<file path="config.mk">
export PLATFORM = sky130hd
export DESIGN_NAME = gregorian_day_number_converter_top
export DESIGN_NICKNAME = d
export VERILOG_FILES = /design/src/hdl/gdnc_pkg.sv /design/src/hdl/gregorian_day_number_converter_top.sv
export SDC_FILE = /design/constraint.sdc
export NUM_CORES = 1
export LEC_CHECK = 0
export BUFFER_PORTS_ARGS = -buffer_cell sky130_fd_sc_hd__buf_4
export CAP_MARGIN = 20
export CORE_UTILIZATION = 45
export CTS_CLUSTER_DIAMETER = 80
export CTS_CLUSTER_SIZE = 24
export DETAILED_ROUTE_END_ITERATION = 10
export HOLD_SLACK_MARGIN = 0.08
export SETUP_SLACK_MARGIN = 0.05
export SLEW_MARGIN = 40
export SYNTH_ARGS = -nofsm -noshare
export SYNTH_HDL_FRONTEND = slang
export SYNTH_SLANG_ARGS = --single-unit
</file>
<file path="constraint.sdc">
create_clock -name clk -period 16.1 [get_ports clk]
set_input_delay 0.805 -clock clk [delete_from_list [all_inputs] [get_ports clk]]
set_output_delay 0.805 -clock clk [all_outputs]
set_load 0.02 [all_outputs]
</file>
<file path="src/hdl/gdnc_pkg.sv">
// Shared widths, codes, types and calendar tables of the day number converter.
`timescale 1ns / 1ps
package gdnc_pkg;

	localparam int unsigned SERIAL_W = 22;
	localparam int unsigned YEAR_W   = 14;
	localparam int unsigned MONTH_W  = 4;
	localparam int unsigned DAY_W    = 5;

	// Command codes.
	localparam logic CMD_TO_SERIAL = 1'b0;
	localparam logic CMD_TO_DATE   = 1'b1;

	// Sequencer states.
	typedef enum logic [3:0] {
		ST_IDLE  = 4'b0001,
		ST_YEAR  = 4'b0010,
		ST_MONTH = 4'b0100,
		ST_DONE  = 4'b1000
	} state_t;

	// Year decomposition phases: 400, 100, 4 and 1 year blocks.
	typedef logic [1:0] phase_t;
	localparam phase_t PH_400 = 2'd0;
	localparam phase_t PH_100 = 2'd1;
	localparam phase_t PH_4   = 2'd2;
	localparam phase_t PH_1   = 2'd3;

	typedef logic [SERIAL_W-1:0] word_t;

	// Number of years in one block of the given phase.
	function automatic word_t year_units(input phase_t ph);
		word_t r;
		case (ph)
			PH_400:  r = 22'd400;
			PH_100:  r = 22'd100;
			PH_4:    r = 22'd4;
			PH_1:    r = 22'd1;
			default: r = 22'd1;
		endcase
		return r;
	endfunction

	// Number of days in one block of the given phase.
	function automatic word_t day_units(input phase_t ph);
		word_t r;
		case (ph)
			PH_400:  r = 22'd146097;
			PH_100:  r = 22'd36524;
			PH_4:    r = 22'd1461;
			PH_1:    r = 22'd365;
			default: r = 22'd365;
		endcase
		return r;
	endfunction

	// Length of a month, with February depending on the leap flag.
	function automatic logic [DAY_W-1:0] month_days(input logic [MONTH_W-1:0] m,
			input logic leap);
		logic [DAY_W-1:0] r;
		case (m) inside
			4'd4, 4'd6, 4'd9, 4'd11: r = 5'd30;
			4'd2:                    r = leap ? 5'd29 : 5'd28;
			default:                 r = 5'd31;
		endcase
		return r;
	endfunction

endpackage

</file>
<file path="src/hdl/gregorian_day_number_converter_top.sv">
// Proleptic Gregorian date to serial day number converter, both directions.
//
//  Channel | Handshake               | Payload
//  --------+-------------------------+---------------------------------------------
//  input   | in_valid / in_ready     | cmd, in_year, in_month, in_day, in_serial
//  output  | out_valid / out_ready   | out_serial, out_year, out_month, out_day,
//          |                         | range_error
//
// An item passes through the transfer, one step per 400, 100, 4 and 1 year block peeled
// off plus one exit per phase, one step per month stepped and the load of the output
// register, all on one shared subtract/compare and one adder; a range error goes from the
// transfer straight to the output load. in_ready is high only while the sequencer is idle; a
// result waiting in the output register does not block the next transfer, but a finished
// item waits for it to drain. Reset is asynchronous and clears the sequencer and out_valid.
`timescale 1ns / 1ps
module gregorian_day_number_converter_top #(
	parameter int unsigned MAX_YEAR = 9999
) (
	input  logic                           clk,
	input  logic                           arst_n,
	input  logic                           in_valid,
	output logic                           in_ready,
	input  logic                           cmd,
	input  logic [gdnc_pkg::YEAR_W-1:0]    in_year,
	input  logic [gdnc_pkg::MONTH_W-1:0]   in_month,
	input  logic [gdnc_pkg::DAY_W-1:0]     in_day,
	input  logic [gdnc_pkg::SERIAL_W-1:0]  in_serial,
	output logic                           out_valid,
	input  logic                           out_ready,
	output logic [gdnc_pkg::SERIAL_W-1:0]  out_serial,
	output logic [gdnc_pkg::YEAR_W-1:0]    out_year,
	output logic [gdnc_pkg::MONTH_W-1:0]   out_month,
	output logic [gdnc_pkg::DAY_W-1:0]     out_day,
	output logic                           range_error
);
	import gdnc_pkg::*;

	// Serial number of December 31 of the last valid year.
	localparam int unsigned MAX_SERIAL =
		MAX_YEAR * 365 + MAX_YEAR / 4 - MAX_YEAR / 100 + MAX_YEAR / 400;

	state_t               state_q;
	phase_t               ph_q;
	logic [4:0]           cnt_q;
	logic                 cmd_q;
	logic                 err_q;
	logic [MONTH_W-1:0]   mon_lim_q;
	logic [DAY_W-1:0]     day_q;
	word_t                rem_q;
	word_t                acc_q;
	logic [1:0]           n100_q;
	logic [4:0]           n4_q;
	logic [1:0]           n1_q;
	logic [MONTH_W-1:0]   m_q;
	logic                 out_valid_q;
	logic [SERIAL_W-1:0]  out_serial_q;
	logic [YEAR_W-1:0]    out_year_q;
	logic [MONTH_W-1:0]   out_month_q;
	logic [DAY_W-1:0]     out_day_q;
	logic                 range_error_q;

	logic                 accept;
	logic                 load_out;
	logic                 in_error;
	logic                 leap;
	logic                 capped;
	logic                 fits;
	logic                 month_more;
	word_t                dim;
	word_t                sub_op;
	word_t                add_op;
	word_t                sum;
	logic [SERIAL_W:0]    diff;

	assign in_ready = (state_q == ST_IDLE);
	assign accept   = in_valid && in_ready;
	assign load_out = (state_q == ST_DONE) && (!out_valid_q || out_ready);

	// Range check of the operands of the selected command.
	always_comb begin
		if (cmd == CMD_TO_SERIAL) begin
			in_error = (in_year == '0) || (in_year > YEAR_W'(MAX_YEAR)) ||
				(in_month == '0) || (in_month > 4'd12) || (in_day == '0);
		end else begin
			in_error = (in_serial == '0) || (in_serial > SERIAL_W'(MAX_SERIAL));
		end
	end

	// Leap year from the block counts of year minus one.
	assign leap       = (n1_q == 2'd3) && ((n4_q != 5'd24) || (n100_q == 2'd3));
	assign dim        = SERIAL_W'(month_days(m_q, leap));
	assign capped     = ((ph_q == PH_100) || (ph_q == PH_1)) && (cnt_q == 5'd3);
	assign month_more = (m_q < mon_lim_q);

	// Operand selection for the shared subtractor and adder.
	always_comb begin
		if (state_q == ST_MONTH) begin
			sub_op = dim;
			add_op = month_more ? dim : SERIAL_W'(day_q);
		end else if (cmd_q == CMD_TO_DATE) begin
			sub_op = day_units(ph_q);
			add_op = year_units(ph_q);
		end else begin
			sub_op = year_units(ph_q);
			add_op = day_units(ph_q);
		end
	end

	assign diff = {1'b0, rem_q} - {1'b0, sub_op};
	assign fits = !diff[SERIAL_W];
	assign sum  = acc_q + add_op;

	// Sequencer and output valid.
	always_ff @(posedge clk or negedge arst_n) begin
		if (!arst_n) begin
			state_q     <= ST_IDLE;
			out_valid_q <= 1'b0;
		end else begin
			if (load_out) begin
				out_valid_q <= 1'b1;
			end else if (out_ready) begin
				out_valid_q <= 1'b0;
			end
			case (state_q)
				ST_IDLE: begin
					if (accept) begin
						state_q <= in_error ? ST_DONE : ST_YEAR;
					end
				end
				ST_YEAR: begin
					if (!(fits && !capped) && (ph_q == PH_1)) begin
						state_q <= ST_MONTH;
					end
				end
				ST_MONTH: begin
					if (cmd_q == CMD_TO_SERIAL) begin
						if (!month_more) begin
							state_q <= ST_DONE;
						end
					end else if (!((m_q < 4'd12) && fits)) begin
						state_q <= ST_DONE;
					end
				end
				ST_DONE: begin
					if (load_out) begin
						state_q <= ST_IDLE;
					end
				end
				default: state_q <= ST_IDLE;
			endcase
		end
	end

	// Datapath registers, loaded on a transfer and stepped by the sequencer.
	always_ff @(posedge clk) begin
		case (state_q)
			ST_IDLE: begin
				if (accept) begin
					cmd_q     <= cmd;
					err_q     <= in_error;
					mon_lim_q <= in_month;
					day_q     <= in_day;
					acc_q     <= '0;
					ph_q      <= PH_400;
					cnt_q     <= '0;
					m_q       <= 4'd1;
					if (cmd == CMD_TO_DATE) begin
						rem_q <= in_serial - 22'd1;
					end else begin
						rem_q <= SERIAL_W'(in_year) - 22'd1;
					end
				end
			end
			ST_YEAR: begin
				if (fits && !capped) begin
					rem_q <= diff[SERIAL_W-1:0];
					acc_q <= sum;
					cnt_q <= cnt_q + 5'd1;
				end else begin
					case (ph_q)
						PH_100:  n100_q <= cnt_q[1:0];
						PH_4:    n4_q   <= cnt_q;
						PH_1:    n1_q   <= cnt_q[1:0];
						default: ;
					endcase
					cnt_q <= '0;
					ph_q  <= ph_q + 2'd1;
					m_q   <= 4'd1;
				end
			end
			ST_MONTH: begin
				if (cmd_q == CMD_TO_SERIAL) begin
					acc_q <= sum;
					if (month_more) begin
						m_q <= m_q + 4'd1;
					end
				end else if ((m_q < 4'd12) && fits) begin
					rem_q <= diff[SERIAL_W-1:0];
					m_q   <= m_q + 4'd1;
				end
			end
			default: ;
		endcase
	end

	// Output register, loaded when the finished result can be moved out.
	always_ff @(posedge clk) begin
		if (load_out) begin
			range_error_q <= err_q;
			out_serial_q  <= '0;
			out_year_q    <= '0;
			out_month_q   <= '0;
			out_day_q     <= '0;
			if (!err_q) begin
				if (cmd_q == CMD_TO_SERIAL) begin
					out_serial_q <= acc_q;
				end else begin
					out_year_q  <= acc_q[YEAR_W-1:0] + 14'd1;
					out_month_q <= m_q;
					out_day_q   <= rem_q[DAY_W-1:0] + 5'd1;
				end
			end
		end
	end

	assign out_valid   = out_valid_q;
	assign out_serial  = out_serial_q;
	assign out_year    = out_year_q;
	assign out_month   = out_month_q;
	assign out_day     = out_day_q;
	assign range_error = range_error_q;

endmodule

</file>
==> impl_metrics.py <==
metrics = {
    "clock_network": {
        "clkLatencyLatePin_ns": 0.43,
        "cts_tree": "done",
        "post_cts_buffers": 0,
        "clock-sinks": 126,
        "count_of_cells_resized_by_post_cts_repair": 0,
        "post_cts_hold_buffer_count": 0,
        "cts-buffers-inserted": 17,
        "max-clock-path-buffers": 2,
        "cts.htree.levels": 4,
        "clk_transition_reported_paths_ns": 0.06,
        "cts_root_buffer": "sky130_fd_sc_hd__clkbuf_16",
    },
    "sta": {
        "grt_setup_unrepaired": "false",
        "finalWorstPathRequiredPeriod_ns": 4.52,
        "timing.clock.skew_ns": 0.0110,
        "fin_crit_sh_pct": 28.1,
        "report.final.slew_viol_count": 0,
        "final.hold.worst_slack_ns": 0.165,
        "number_of_endpoints_with_negative_hold_slack_in_the_final_report": 0,
        "report.final.setup_viol": 0,
        "final.setup.tns_ns": 0,
        "slew_headroom_pct": 51.4,
        "max_clock_freq_mhz": 221,
        "worst-slew-pin-transition_ns": 0.728,
    },
    "floorplan": {
        "floorplan.die_area_mm2": 0.0188,
        "fp.coreArea_mm2": 0.0180,
        "horiz_die_dim_um": 137,
        "chipHeight_um": 137,
        "starting_density_of_the_core_pct": 45.8,
        "top_level_ports": 98,
        "row_count": 49,
    },
    "global_routing": {
        "number_of_global_route_vias_before_repair": 6431,
        "wire_length_of_the_first_global_routing_pass_mm": 31.7,
        "grt_overflow_total": 0,
        "pin_count_of_the_biggest_net_entering_global_routing": 47,
        "track_usage_pct": 22.3,
        "grt_antenna_before_repair": 0,
    },
    "drt": {
        "vias_per_cell": 5.65,
        "drt_first_iter_violations": 398,
        "wire_per_inst_um": 17.2,
        "topRoutingLayerUsed": "met4",
        "antenna_violating_nets_post_route": 0,
        "detailedRoute.firstPassIterationCount": 5,
        "routed-wl-met3_um": 904,
        "wl_met1_mm": 8.40,
        "route.vias.total": 6538,
        "dr_wl_met2_mm": 10.1,
        "totalWireLength_mm": 19.8,
        "remaining_drc_errors": 0,
    },
    "pwr": {
        "ir_worst_vdd_mv": 0.0899,
        "leakage_nw": 3.73,
        "power_density_mw_per_mm2": 154,
        "power_mw": 1.51,
    },
    "critical_path": {
        "peak_fanout_along_the_critical_path": 7,
        "setup.worst_path.end_class": "flip-flop",
        "worst-endpoint-required_ns": 16.26,
        "crit_path_dat_ns": 4.68,
        "critPathKind": "flip-flop to flip-flop",
        "r2r.worst_path.cells": 15,
        "timing.reg2reg.setup_slack_ns": 11.58,
        "r2r-start": "m_q[1]",
        "crit-reg2reg-capture": "acc_q[18]",
        "cp-start-kind": "flip-flop",
    },
    "yosys": {
        "top_cells_by_area_in_the_synthesized_netlist": "sky130_fd_sc_hd__edfxtp_1, sky130_fd_sc_hd__ha_1, sky130_fd_sc_hd__nor2_1, sky130_fd_sc_hd__xor2_1, sky130_fd_sc_hd__a21oi_1",
        "async_flop_share_pct": 3.97,
        "seq_area_frac_synth_pct": 45.7,
        "yosysWarningCount": 0,
        "synth.top_cell.area_share_pct": 44.2,
        "synthesis.area_mm2": 0.00822,
        "synth.avg_cell_area_um2": 10.1,
        "mappedNetlistNets": 922,
        "synthCells": 818,
        "synth.ff_latch_count": 126,
        "netlist-cell-type-count": 66,
        "synth_enable_flop_cells": 121,
        "synth-main-ff-cell": "sky130_fd_sc_hd__edfxtp_1",
        "synthDominantAreaCellType": "sky130_fd_sc_hd__edfxtp_1",
    },
    "placed_design": {
        "dp_hpwl_mm": 15.1,
        "gp_congestion": 0.900,
        "io_buffers": 97,
    },
    "cells_and_area": {
        "layout-area-overhead-vs-synth_pct": 18.9,
        "drive_above_1_share_pct": 17.0,
        "antenna_cells_inserted": 0,
        "post-route-util_pct": 54.4,
        "nets": 1019,
    },
    "run_status": {
        "outcome": "finished, final reports clean",
    },
    "min_path": {
        "worstHoldPathType": "primary input to async pin",
    },
    "flow_run": {
        "cap_viol_max_count": 0,
    },
}
through the flow:
stage,instance area [µm²],worst slack [ns],instances
after floorplan,8220,10.95,818
after global placement,9200,11.85,1125
after detailed placement,9210,11.64,1125
after CTS,9780,11.63,1157
after global routing,9780,11.32,1157
final,9780,11.58,1157
how the worst max path moves through the flow:
| stage | start | endpoint | cells after the start |
|---|---|---|---|
| 5_1_grt | m_q[1] | acc_q[18] | 15 |
| 6_report | m_q[1] | acc_q[18] | 15 |
| 4_1_cts | m_q[1] | acc_q[18] | 15 |
| 2_1_floorplan | state_q[3] | acc_q[0] | 15 |
| 3_5_place_dp | m_q[1] | acc_q[18] | 15 |
| 3_3_place_gp | m_q[1] | acc_q[18] | 15 |
cell type report:
| type | count | area (µm²) |
|---|---|---|
| fill | 1586 | 8190 |
| multi-input combinational | 644 | 4310 |
| sequential | 126 | 3760 |
| timing repair buffer | 101 | 758 |
| clock buffer | 18 | 429 |
| tap | 229 | 287 |
| clock inverter | 14 | 141 |
| inverter | 25 | 93.8 |
synthesized netlist by cell type (7+ instances only):
| library cell | number |
|---|---|
| sky130_fd_sc_hd__nor4_1 | 9 |
| sky130_fd_sc_hd__nand2_1 | 59 |
| sky130_fd_sc_hd__o21ai_1 | 7 |
| sky130_fd_sc_hd__a31oi_1 | 8 |
| sky130_fd_sc_hd__a211oi_1 | 10 |
| sky130_fd_sc_hd__a21o_1 | 11 |
| sky130_fd_sc_hd__nor3_1 | 26 |
| sky130_fd_sc_hd__clkbuf_1 | 22 |
| sky130_fd_sc_hd__and3_1 | 12 |
| sky130_fd_sc_hd__ha_1 | 52 |
| sky130_fd_sc_hd__and2_1 | 36 |
| sky130_fd_sc_hd__o21a_1 | 9 |
| sky130_fd_sc_hd__nand3_1 | 28 |
| sky130_fd_sc_hd__nor2_1 | 91 |
| sky130_fd_sc_hd__inv_1 | 25 |
| sky130_fd_sc_hd__xor2_1 | 39 |
| sky130_fd_sc_hd__xnor2_1 | 33 |
| sky130_fd_sc_hd__o21ai_0 | 40 |
| sky130_fd_sc_hd__nand2b_1 | 14 |
| sky130_fd_sc_hd__o211ai_1 | 13 |
| sky130_fd_sc_hd__edfxtp_1 | 121 |
| sky130_fd_sc_hd__a21oi_1 | 62 |
routing by layer:
metal	up-vias	GRT usage, %
met2	191	39.7
met4	0	8.85
met1	3106	26.5
met5	-	0
li1	3208	-
met3	33	3.81
registers in the layout, summed over array words and instances (netlist names):
register     count
out_year        14
err_q            1
acc_q           22
range_error      1
state_q          4
cmd_q            1
out_month        4
out_valid        1
n4_q             5
out_day          5
ph_q             2
n1_q             2
out_serial      22
cnt_q            5
mon_lim_q        4
rem_q           22
m_q              4
day_q            5
n100_q           2
cell usage in the layout, fill, tap and decap left out, types with 3 or more instances in the layout:
master	count
sky130_fd_sc_hd__a31oi_1	8
sky130_fd_sc_hd__a211oi_1	9
sky130_fd_sc_hd__o21ai_0	40
sky130_fd_sc_hd__xnor2_1	33
sky130_fd_sc_hd__nor2b_1	5
sky130_fd_sc_hd__and3_1	12
sky130_fd_sc_hd__nor4b_1	5
sky130_fd_sc_hd__buf_4	101
sky130_fd_sc_hd__inv_6	3
sky130_fd_sc_hd__nor2_1	90
sky130_fd_sc_hd__or2_2	4
sky130_fd_sc_hd__dfrtp_1	4
sky130_fd_sc_hd__nor4_1	9
sky130_fd_sc_hd__nand4b_1	3
sky130_fd_sc_hd__or3_1	6
sky130_fd_sc_hd__o31ai_1	4
sky130_fd_sc_hd__a21o_1	11
sky130_fd_sc_hd__clkinvlp_4	5
sky130_fd_sc_hd__nor3_1	25
sky130_fd_sc_hd__nand3_1	28
sky130_fd_sc_hd__o211ai_1	13
sky130_fd_sc_hd__edfxtp_1	121
sky130_fd_sc_hd__a21oi_1	62
sky130_fd_sc_hd__and2_1	36
sky130_fd_sc_hd__clkbuf_16	17
sky130_fd_sc_hd__nand2b_1	13
sky130_fd_sc_hd__xor2_1	39
sky130_fd_sc_hd__o21ai_1	6
sky130_fd_sc_hd__nand2_1	59
sky130_fd_sc_hd__inv_1	25
sky130_fd_sc_hd__mux2i_1	5
sky130_fd_sc_hd__o21bai_1	6
sky130_fd_sc_hd__nand4_1	5
sky130_fd_sc_hd__ha_1	52
sky130_fd_sc_hd__o21a_1	8
cells by family (layout without fill, tap and decap cells):
kind of cell | count (synthesis) | after routing | synth area share (%)
AO/OA/AOI/OAI | 193 | 193 | 15.5
XOR/XNOR | 72 | 72 | 7.67
adder cells (fa/ha/maj) | 54 | 54 | 8.40
buffers and inverters | 48 | 158 | 2.19
flip-flops | 126 | 126 | 45.7
multiplexers | 6 | 6 | 0.746
AND/OR/NAND/NOR | 319 | 319 | 19.8
critical path: stages (launching register included):
cell and delay, ns:
sky130_fd_sc_hd__edfxtp_1 0.45, sky130_fd_sc_hd__ha_1 0.30, sky130_fd_sc_hd__a21o_1 0.16, sky130_fd_sc_hd__a21o_1 0.17
sky130_fd_sc_hd__a21oi_1 0.50, sky130_fd_sc_hd__mux2i_1 0.25, sky130_fd_sc_hd__a21oi_1 0.09, sky130_fd_sc_hd__ha_1 0.26
sky130_fd_sc_hd__fa_1 0.42, sky130_fd_sc_hd__a21o_1 0.18, sky130_fd_sc_hd__a21o_1 0.22, sky130_fd_sc_hd__a211oi_1 0.49
sky130_fd_sc_hd__o21ai_1 0.21, sky130_fd_sc_hd__a31oi_1 0.32, sky130_fd_sc_hd__xor2_1 0.18, sky130_fd_sc_hd__nor2_1 0.06
power breakdown:
part	switching [mW]	leakage, nW	internal (mW)
registers	0.0608	1.20	0.459
logic	0.372	2.26	0.240
clock network	0.147	0.264	0.227
Note: power is estimated with default switching activity, not from simulation.
